`src/design/isqrt_pkg.sv`:
```
// Shared constants and controller/datapath interface types for the integer square root.
// No dependencies.
package isqrt_pkg;

    localparam int DATA_WIDTH = 32;
    localparam int STEPS      = (DATA_WIDTH + 1) / 2;
    localparam int EXT_W      = 2 * STEPS;
    localparam int STEP_W     = (STEPS > 1) ? $clog2(STEPS) : 1;

    typedef struct packed {
        logic load;
        logic step;
        logic out_load;
    } isqrt_cmd_t;

    typedef struct packed {
        logic bypass;
    } isqrt_sts_t;

endpackage

```
`src/design/integer_square_root_top.sv`:
```
// Top level of the integer square root: controller plus datapath.
// Depends on isqrt_pkg, isqrt_ctrl, isqrt_dp.
//
//  channel | ports                        | width | direction
//  request | s_valid s_ready s_operand    | 32 s  | in
//  result  | m_valid m_ready m_root       | 32 s  | out
//
// Operands of 2 or more are loaded at the accepting edge, then run 16 bit-pair steps
// of the shared compare/subtract unit, then one result write.
// Operands of 1 or less (negatives included) pass through with no steps.
// One request in flight; the next is taken while a result waits in the output register.
// A held result stalls the write.
// aresetn is synchronous, active low, and clears only control state.
module integer_square_root_top (
    input  logic                                   aclk,
    input  logic                                   aresetn,
    input  logic                                   s_valid,
    output logic                                   s_ready,
    input  logic signed [isqrt_pkg::DATA_WIDTH-1:0] s_operand,
    output logic                                   m_valid,
    input  logic                                   m_ready,
    output logic signed [isqrt_pkg::DATA_WIDTH-1:0] m_root
);

    isqrt_pkg::isqrt_cmd_t cmd;
    isqrt_pkg::isqrt_sts_t sts;

    isqrt_ctrl u_ctrl (
        .aclk    (aclk),
        .aresetn (aresetn),
        .s_valid (s_valid),
        .s_ready (s_ready),
        .m_valid (m_valid),
        .m_ready (m_ready),
        .sts     (sts),
        .cmd     (cmd)
    );

    isqrt_dp u_dp (
        .aclk      (aclk),
        .cmd       (cmd),
        .sts       (sts),
        .s_operand (s_operand),
        .m_root    (m_root)
    );

endmodule

```
`src/design/isqrt_dp.sv`:
```
// Datapath: remainder, root accumulator and bit-pair registers, plus the result register.
// Depends on isqrt_pkg.
module isqrt_dp (
    input  logic                                  aclk,
    input  isqrt_pkg::isqrt_cmd_t                 cmd,
    output isqrt_pkg::isqrt_sts_t                 sts,
    input  logic signed [isqrt_pkg::DATA_WIDTH-1:0] s_operand,
    output logic signed [isqrt_pkg::DATA_WIDTH-1:0] m_root
);

    logic [isqrt_pkg::EXT_W-1:0]   rem_reg, rem_next;
    logic [isqrt_pkg::EXT_W-1:0]   acc_reg, acc_next;
    logic [isqrt_pkg::EXT_W-1:0]   pair_reg, pair_next;
    logic [isqrt_pkg::DATA_WIDTH-1:0] root_reg, root_next;
    logic [isqrt_pkg::EXT_W:0]     trial;
    logic [isqrt_pkg::EXT_W-1:0]   operand_ext;

    assign operand_ext = isqrt_pkg::EXT_W'(unsigned'(s_operand));
    assign sts.bypass  = s_operand[isqrt_pkg::DATA_WIDTH-1]
                         || (s_operand[isqrt_pkg::DATA_WIDTH-1:1] == '0);
    assign trial       = {1'b0, acc_reg} + {1'b0, pair_reg};

    always_comb begin
        rem_next  = rem_reg;
        acc_next  = acc_reg;
        pair_next = pair_reg;
        root_next = root_reg;
        if (cmd.load) begin
            rem_next  = operand_ext;
            pair_next = isqrt_pkg::EXT_W'(1) << (isqrt_pkg::EXT_W - 2);
            acc_next  = sts.bypass ? operand_ext : '0;
        end else if (cmd.step) begin
            pair_next = pair_reg >> 2;
            if ({1'b0, rem_reg} >= trial) begin
                rem_next = rem_reg - trial[isqrt_pkg::EXT_W-1:0];
                acc_next = (acc_reg >> 1) + pair_reg;
            end else begin
                acc_next = acc_reg >> 1;
            end
        end
        if (cmd.out_load) begin
            root_next = acc_reg[isqrt_pkg::DATA_WIDTH-1:0];
        end
    end

    always_ff @(posedge aclk) begin
        rem_reg  <= rem_next;
        acc_reg  <= acc_next;
        pair_reg <= pair_next;
        root_reg <= root_next;
    end

    assign m_root = signed'(root_reg);

endmodule

```
`src/design/isqrt_ctrl.sv`:
```
// Controller: request handshakes, step sequencing and output valid.
// Depends on isqrt_pkg.
module isqrt_ctrl (
    input  logic                  aclk,
    input  logic                  aresetn,
    input  logic                  s_valid,
    output logic                  s_ready,
    output logic                  m_valid,
    input  logic                  m_ready,
    input  isqrt_pkg::isqrt_sts_t sts,
    output isqrt_pkg::isqrt_cmd_t cmd
);

    typedef enum logic [1:0] {
        ST_IDLE,
        ST_RUN,
        ST_DONE
    } state_t;

    state_t                        state_reg, state_next;
    logic [isqrt_pkg::STEP_W-1:0]  count_reg, count_next;
    logic                          m_valid_reg, m_valid_next;
    logic                          out_free;

    assign out_free = !m_valid_reg || m_ready;
    assign s_ready  = (state_reg == ST_IDLE);
    assign m_valid  = m_valid_reg;

    always_comb begin
        state_next   = state_reg;
        count_next   = count_reg;
        m_valid_next = m_valid_reg && !m_ready;
        cmd          = '0;
        unique case (state_reg)
            ST_IDLE: begin
                if (s_valid) begin
                    cmd.load   = 1'b1;
                    count_next = '0;
                    state_next = sts.bypass ? ST_DONE : ST_RUN;
                end
            end
            ST_RUN: begin
                cmd.step = 1'b1;
                if (count_reg == isqrt_pkg::STEP_W'(isqrt_pkg::STEPS - 1)) begin
                    state_next = ST_DONE;
                end else begin
                    count_next = count_reg + 1'b1;
                end
            end
            ST_DONE: begin
                if (out_free) begin
                    cmd.out_load = 1'b1;
                    m_valid_next = 1'b1;
                    state_next   = ST_IDLE;
                end
            end
            default: state_next = ST_IDLE;
        endcase
    end

    always_ff @(posedge aclk) begin
        if (!aresetn) begin
            state_reg   <= ST_IDLE;
            count_reg   <= '0;
            m_valid_reg <= 1'b0;
        end else begin
            state_reg   <= state_next;
            count_reg   <= count_next;
            m_valid_reg <= m_valid_next;
        end
    end

    // result register only overwritten once free
    assert property (@(posedge aclk) disable iff (!aresetn)
        cmd.out_load |-> out_free)
        else $error("result register overwritten while held");

    // one request in flight at a time
    assert property (@(posedge aclk) disable iff (!aresetn)
        (s_valid && s_ready) |=> !s_ready)
        else $error("second request taken while busy");

    // every iteration run starts from step zero
    assert property (@(posedge aclk) disable iff (!aresetn)
        (state_reg == ST_IDLE && state_next == ST_RUN) |=> (count_reg == '0))
        else $error("step counter not cleared at start");

    // load and step never issued together
    assert property (@(posedge aclk) disable iff (!aresetn)
        !(cmd.load && cmd.step))
        else $error("conflicting datapath commands");

endmodule
```
`config.mk`:
```
export PLATFORM = sky130hd
export DESIGN_NAME = integer_square_root_top
export DESIGN_NICKNAME = d
export VERILOG_FILES = /design/src/design/isqrt_pkg.sv /design/src/design/integer_square_root_top.sv /design/src/design/isqrt_dp.sv /design/src/design/isqrt_ctrl.sv
export SDC_FILE = /design/constraint.sdc
export NUM_CORES = 1
export LEC_CHECK = 0
export ABC_AREA = 1
export BUFFER_PORTS_ARGS = -buffer_cell sky130_fd_sc_hd__buf_2
export CAP_MARGIN = 5
export CORE_MARGIN = 2
export CORE_UTILIZATION = 65
export CTS_BUF_LIST = sky130_fd_sc_hd__clkbuf_16
export CTS_CLUSTER_DIAMETER = 60
export CTS_CLUSTER_SIZE = 30
export DETAILED_ROUTE_END_ITERATION = 12
export PLACE_DENSITY = 0.93
export SLEW_MARGIN = 15
export SYNTH_ARGS = -nofsm -noshare
export SYNTH_HDL_FRONTEND = slang
export SYNTH_SLANG_ARGS = --single-unit
```
`constraint.sdc`:
```
create_clock -name aclk -period 7.4 [get_ports aclk]
set_clock_uncertainty 0.1 [all_clocks]
set_input_delay 0.74 -clock aclk [delete_from_list [all_inputs] [get_ports aclk]]
set_output_delay 0.74 -clock aclk [all_outputs]
set_load 0.05 [all_outputs]
```
After elaboration in Yosys (flattened, before gate mapping)

Index checks and enable logic that the tools add are counted.

Bits in registers: 119
Bits of input ports: 36
Output and inout port bits: 34
Logic and storage cells: 54

Add/subtract/negate cells: 4
Magnitude comparators: 1
Eq/ne operators: 7
Muxes and demuxes: 22
Reductions and logical operators: 13

Operator list:

| cell                  | number |
|---|---|
| $mux W32              | 7 |
| $add A32 B31 Y33      | 1 |
| $ge A32 B33 Y1        | 1 |
| $add A31 B31 Y32      | 1 |
| $sub A32 B32 Y32      | 1 |
| $logic_not A31 Y1     | 1 |
| $mux W2               | 4 |
| $mux W4               | 2 |
| $pmux W4 S2           | 1 |
| $mux W1               | 7 |
| $pmux W2 S3           | 1 |
| $reduce_and A3 Y1     | 2 |
| $reduce_bool A2 Y1    | 3 |
| $add A4 B1 Y4 const B | 1 |
| $eq A4 B4 Y1 const B  | 1 |
| $ne A2 B1 Y1 const B  | 2 |
| $ne A2 B2 Y1 const B  | 2 |
| $eq A2 B1 Y1 const B  | 1 |
| $eq A2 B2 Y1 const B  | 1 |
| $logic_not A1 Y1      | 2 |
| $logic_not A2 Y1      | 1 |
| $logic_or A1 B1 Y1    | 2 |
| $reduce_and A2 Y1     | 1 |
| $logic_and A1 B1 Y1   | 1 |

Depth between registers and ports, before layout

Word-level depth: 5
Depth in mapped cells: 31

By module

Synthesis repeated with hierarchy kept, for this count alone.

Cell total of the unflattened synthesis: 1447
Area total of the unflattened synthesis: 10183.5 um^2

Modules (own cells, without submodules):

| module     | times used | cells an instance | area each (um^2) | seq. area each (um^2) |
|---|---|---|---|---|
| isqrt_dp   | 1          | 1390              | 9778.1           | 3203.1 |
| isqrt_ctrl | 1          | 57                | 405.4            | 140.1 |

Least setup slack after synthesis

OpenSTA, ideal clock, no wires.

Path kind: flip-flop to flip-flop
Start point: register u_dp.acc_reg[8] in the netlist's numbering
End point: register u_dp.rem_reg[0] in the netlist's numbering, enable pin
Arrival time: 3877 ps
Setup slack: 3037 ps
Cell stages (with the launch flop): 19
Path buffers: 2
Clock period less this slack: 4363 ps
Cells stage by stage: edfxtp_1 ha_1 nand2_1 o21ai_0 inv_1 o21bai_1 a21oi_1 nand2_1 a21oi_1 xor2_1 ha_1 buf_2 nand2_1 nor4b_1 nand3_4 nand2_4 buf_6 o21ai_1 inv_1

Cells in the longest elaborated chain, start to end: 4

Ends and longest elaborated chain:

| item                                | RTL line       | text |
|---|---|---|
| start: declaration                  | isqrt_dp.sv:12 | `logic [isqrt_pkg::EXT_W-1:0] acc_reg, acc_next;` |
| start signal: assignment            | isqrt_dp.sv:48 | `acc_reg <= acc_next;` |
| $add A32 B31 Y33                    | isqrt_dp.sv:21 | `assign trial = {1'b0, acc_reg} + {1'b0, pair_reg};` |
| $ge A32 B33 Y1                      | isqrt_dp.sv:34 | `if ({1'b0, rem_reg} >= trial) begin` |
| $reduce_bool A2 Y1 (no source line) | n/a            |  |
| $reduce_and A2 Y1 (no source line)  | n/a            |  |
| end signal: assignment              | isqrt_dp.sv:47 | `rem_reg <= rem_next;` |
| end: declaration                    | isqrt_dp.sv:11 | `logic [isqrt_pkg::EXT_W-1:0] rem_reg, rem_next;` |

Every way passes these cells.
A chain may end at the register's enable or synchronous reset.

Worst setup path in the final report

Start point: register u_dp.acc_reg[8] in the netlist's numbering
End point: register u_dp.rem_reg[31] in the netlist's numbering, enable pin

Same word-level chain as after synthesis.

==> results.sh <==
export IMPL_finalCritPeriodShare=0.724
export IMPL_antenna_found_initial=0
export IMPL_use_met3=0.0808
export IMPL_dp_hpwl_um=22800
export IMPL_vias_per_cell=6.16
export IMPL_grt_max_degree=58
export IMPL_fillCellCount=1220
export IMPL_ys_top_cells_by_area="edfxtp_1 (29%), nand2_1 (14%), ha_1 (8.5%), nand3_1 (7.2%), inv_1 (5.7%)"
export IMPL_status="finished, final reports clean"
export IMPL_grt_pass1_wl_um=47800
export IMPL_synth_seq_cells=119
export IMPL_yosys_area_top_type="edfxtp_1"
export IMPL_maxSlewViolCount=0
export IMPL_critical_path_max_fanout=33
export IMPL_fin_setup_tns_ps=0
export IMPL_yosys_warnings=0
export IMPL_port_buffers=69
export IMPL_met1_usage=0.499
export IMPL_root_buffer="clkbuf_16"
export IMPL_drt_initial_drc_count=1354
export IMPL_relSlewSlack=0.364
export IMPL_ys_seq_area_frac=0.339
export IMPL_cp_top_family="simple AND/OR/NAND/NOR gates"
export IMPL_synthesis_area_um2=9860
export IMPL_synth_edf_count=96
export IMPL_synth_top_cell_area_share=0.292
export IMPL_hold_class="flop to flop"
export IMPL_ys_flop_type="edfxtp_1"
export IMPL_cts_sinks=119
export IMPL_dr_pass1_iters=7
export IMPL_cts_buffer_depth=2
export IMPL_arrival_ps=5330
export IMPL_crit_slowest_cell="nor4b_1"
export IMPL_die_area_um2=16200
export IMPL_rsz0062_at_grt="no"
export IMPL_crit_buf_inv=2
export IMPL_grt_pass1_vias=9284
export IMPL_cts_tree="built"
export IMPL_crit_chain="ha_1 -> nand2_1 -> o21ai_0 -> nand2_1 -> o21ai_0 -> a21oi_1 -> nand2_1 -> nand2_1 -> nand2_1 -> xnor2_1 -> ha_1 -> nand2_1 -> nor4b_1 -> nand3_4 -> nand2_4 -> o21ai_1 -> inv_1 -> buf_4"
export IMPL_fin_crit_ps=5350
export IMPL_n_antenna_cell=0
export IMPL_post_cts_buffers=0
export IMPL_cts_made_buffers=17
export IMPL_drv_cap=0
export IMPL_end_kind="flop"
export IMPL_start_util=0.656
export IMPL_core_area_um2=15000
export IMPL_wirelength_um=30500
export IMPL_syn_nets=1503
export IMPL_drcViolationCount=0
export IMPL_worstPathRequired_ps=7380
export IMPL_clkTransAtPathRegs_ps=60
export IMPL_syn_avg_cell_area_um2=7.05
export IMPL_ios=70
export IMPL_fmax_mhz=187
export IMPL_cpMostUsedCell="nand2_1"
export IMPL_critical_path_max_stage_delay_ps=580
export IMPL_die_h_um=127
export IMPL_busiest_layer="met2"
export IMPL_syn_to_final_growth_pct=10.3
export IMPL_rows=45
export IMPL_drive_above_1_share=0.0866
export IMPL_setup_viol=0
export IMPL_worstSetupPathType="flop to flop"
export IMPL_synth_async_reset_ratio=0
export IMPL_insertion_delay_ps=430
export IMPL_tightest_slew_ps=952
export IMPL_startpoint_type="flop"
export IMPL_hold_violations=0
export IMPL_cts_hold_buf=0
export IMPL_overflow=0
export IMPL_synth_cell_types=48
export IMPL_grt_usage=0.377
export IMPL_route_antenna_remaining_nets=0
export IMPL_ctsResizeCount=0
export IMPL_wire_per_inst_um=18.4
export IMPL_postSynthCellCount=1399
export IMPL_nNetsFinal=1558
export IMPL_met2_usage=0.598
export IMPL_via_count=10200
export IMPL_htreeDepth=4
export IMPL_place_congestion=1.09
export IMPL_die_width_um=127
-- layer usage --
| metal | part of all wire | wire [µm] | vias to the layer above |
|---|---|---|---|
| met5 | 0 | 0 | - |
| met4 | 0.044 | 1350 | 0 |
| met3 | 0.11 | 3260 | 103 |
| met2 | 0.45 | 13700 | 660 |
| met1 | 0.40 | 12100 | 4582 |
| li1 | - | - | 4856 |
-- cell usage after synthesis (6+ instances only) --
cell type	n
nand2_1	367
inv_1	151
nand3_1	141
nor2_1	136
o21ai_0	104
edfxtp_1	96
a21oi_1	84
ha_1	67
nand4_1	38
xor2_1	31
dfxtp_1	23
clkbuf_1	21
xnor2_1	20
nor3_1	18
o21bai_1	11
buf_2	9
a21o_1	6
nor4_1	6
o21ai_1	6
-- through the flow --
stage | utilization | instances | instance area [µm²] | setup slack, ps | hold WS [ps]
floorplan | - | 1399 | 9860 | 3040 | 331
global placement | 0.685 | 1623 | 10300 | 2400 | 358
detailed placement | 0.685 | 1623 | 10300 | 2270 | 352
CTS | 0.724 | 1655 | 10900 | 2230 | 365
global route | 0.724 | 1655 | 10900 | 1750 | 381
finish | 0.724 | 1655 | 10900 | 2050 | 373
-- logic make-up (layout without fill, tap and decap cells) --
| logic type | count (synthesis) | count (layout) | share of synthesized area |
|---|---|---|---|
| buf+inv | 193 | 261 | 0.0780 |
| simple gates | 731 | 731 | 0.319 |
| compound gates | 237 | 237 | 0.131 |
| xor+xnor | 51 | 51 | 0.0453 |
| fa+ha+maj | 68 | 68 | 0.0870 |
| flops | 119 | 119 | 0.339 |
-- final timing paths --
| check | slack (ps) | end | from | depth (start not counted) |
|---|---|---|---|---|
| setup / recovery | 2050 | u_dp.rem_reg[31] | u_dp.acc_reg[8] | 18 |
| hold / removal | 370 | u_dp.m_root[0] | u_dp.acc_reg[0] | 0 |
| setup reg to reg | 2050 | u_dp.rem_reg[31] | u_dp.acc_reg[8] | 18 |
| hold reg to reg | 370 | u_dp.m_root[0] | u_dp.acc_reg[0] | 0 |
-- worst register-to-register path, delay by kind of cell, from the launching register on --
family          cells  cell delay [ps]
simple gates        9             2140
fa+ha+maj           2              830
compound gates      4              840
flops               1              520
xor+xnor            1               80
buf+inv             2              470
-- placed cells by master (no fill, tap or decap), types with 38 or more instances in the layout --
cell / instances
nor2_1: 135
nand2_1: 366
a21oi_1: 84
buf_2: 69
o21ai_0: 104
inv_1: 151
edfxtp_1: 96
nand3_1: 141
nand4_1: 38
ha_1: 67
-- area by class of cell --
cell class | instances | area [µm²] | share of cell area
multi-input cells | 1087 | 5760 | 0.529
clock inverters | 14 | 124 | 0.0114
flip-flops and latches | 119 | 3340 | 0.307
clock buffers | 18 | 450 | 0.0414
well taps | 188 | 235 | 0.0216
repair buffers | 75 | 390 | 0.0359
inverters | 154 | 578 | 0.0531
Power is left out: the tool's default activity adds up to more than one toggle a clock period on the data nets, which glitch-free logic cannot reach.
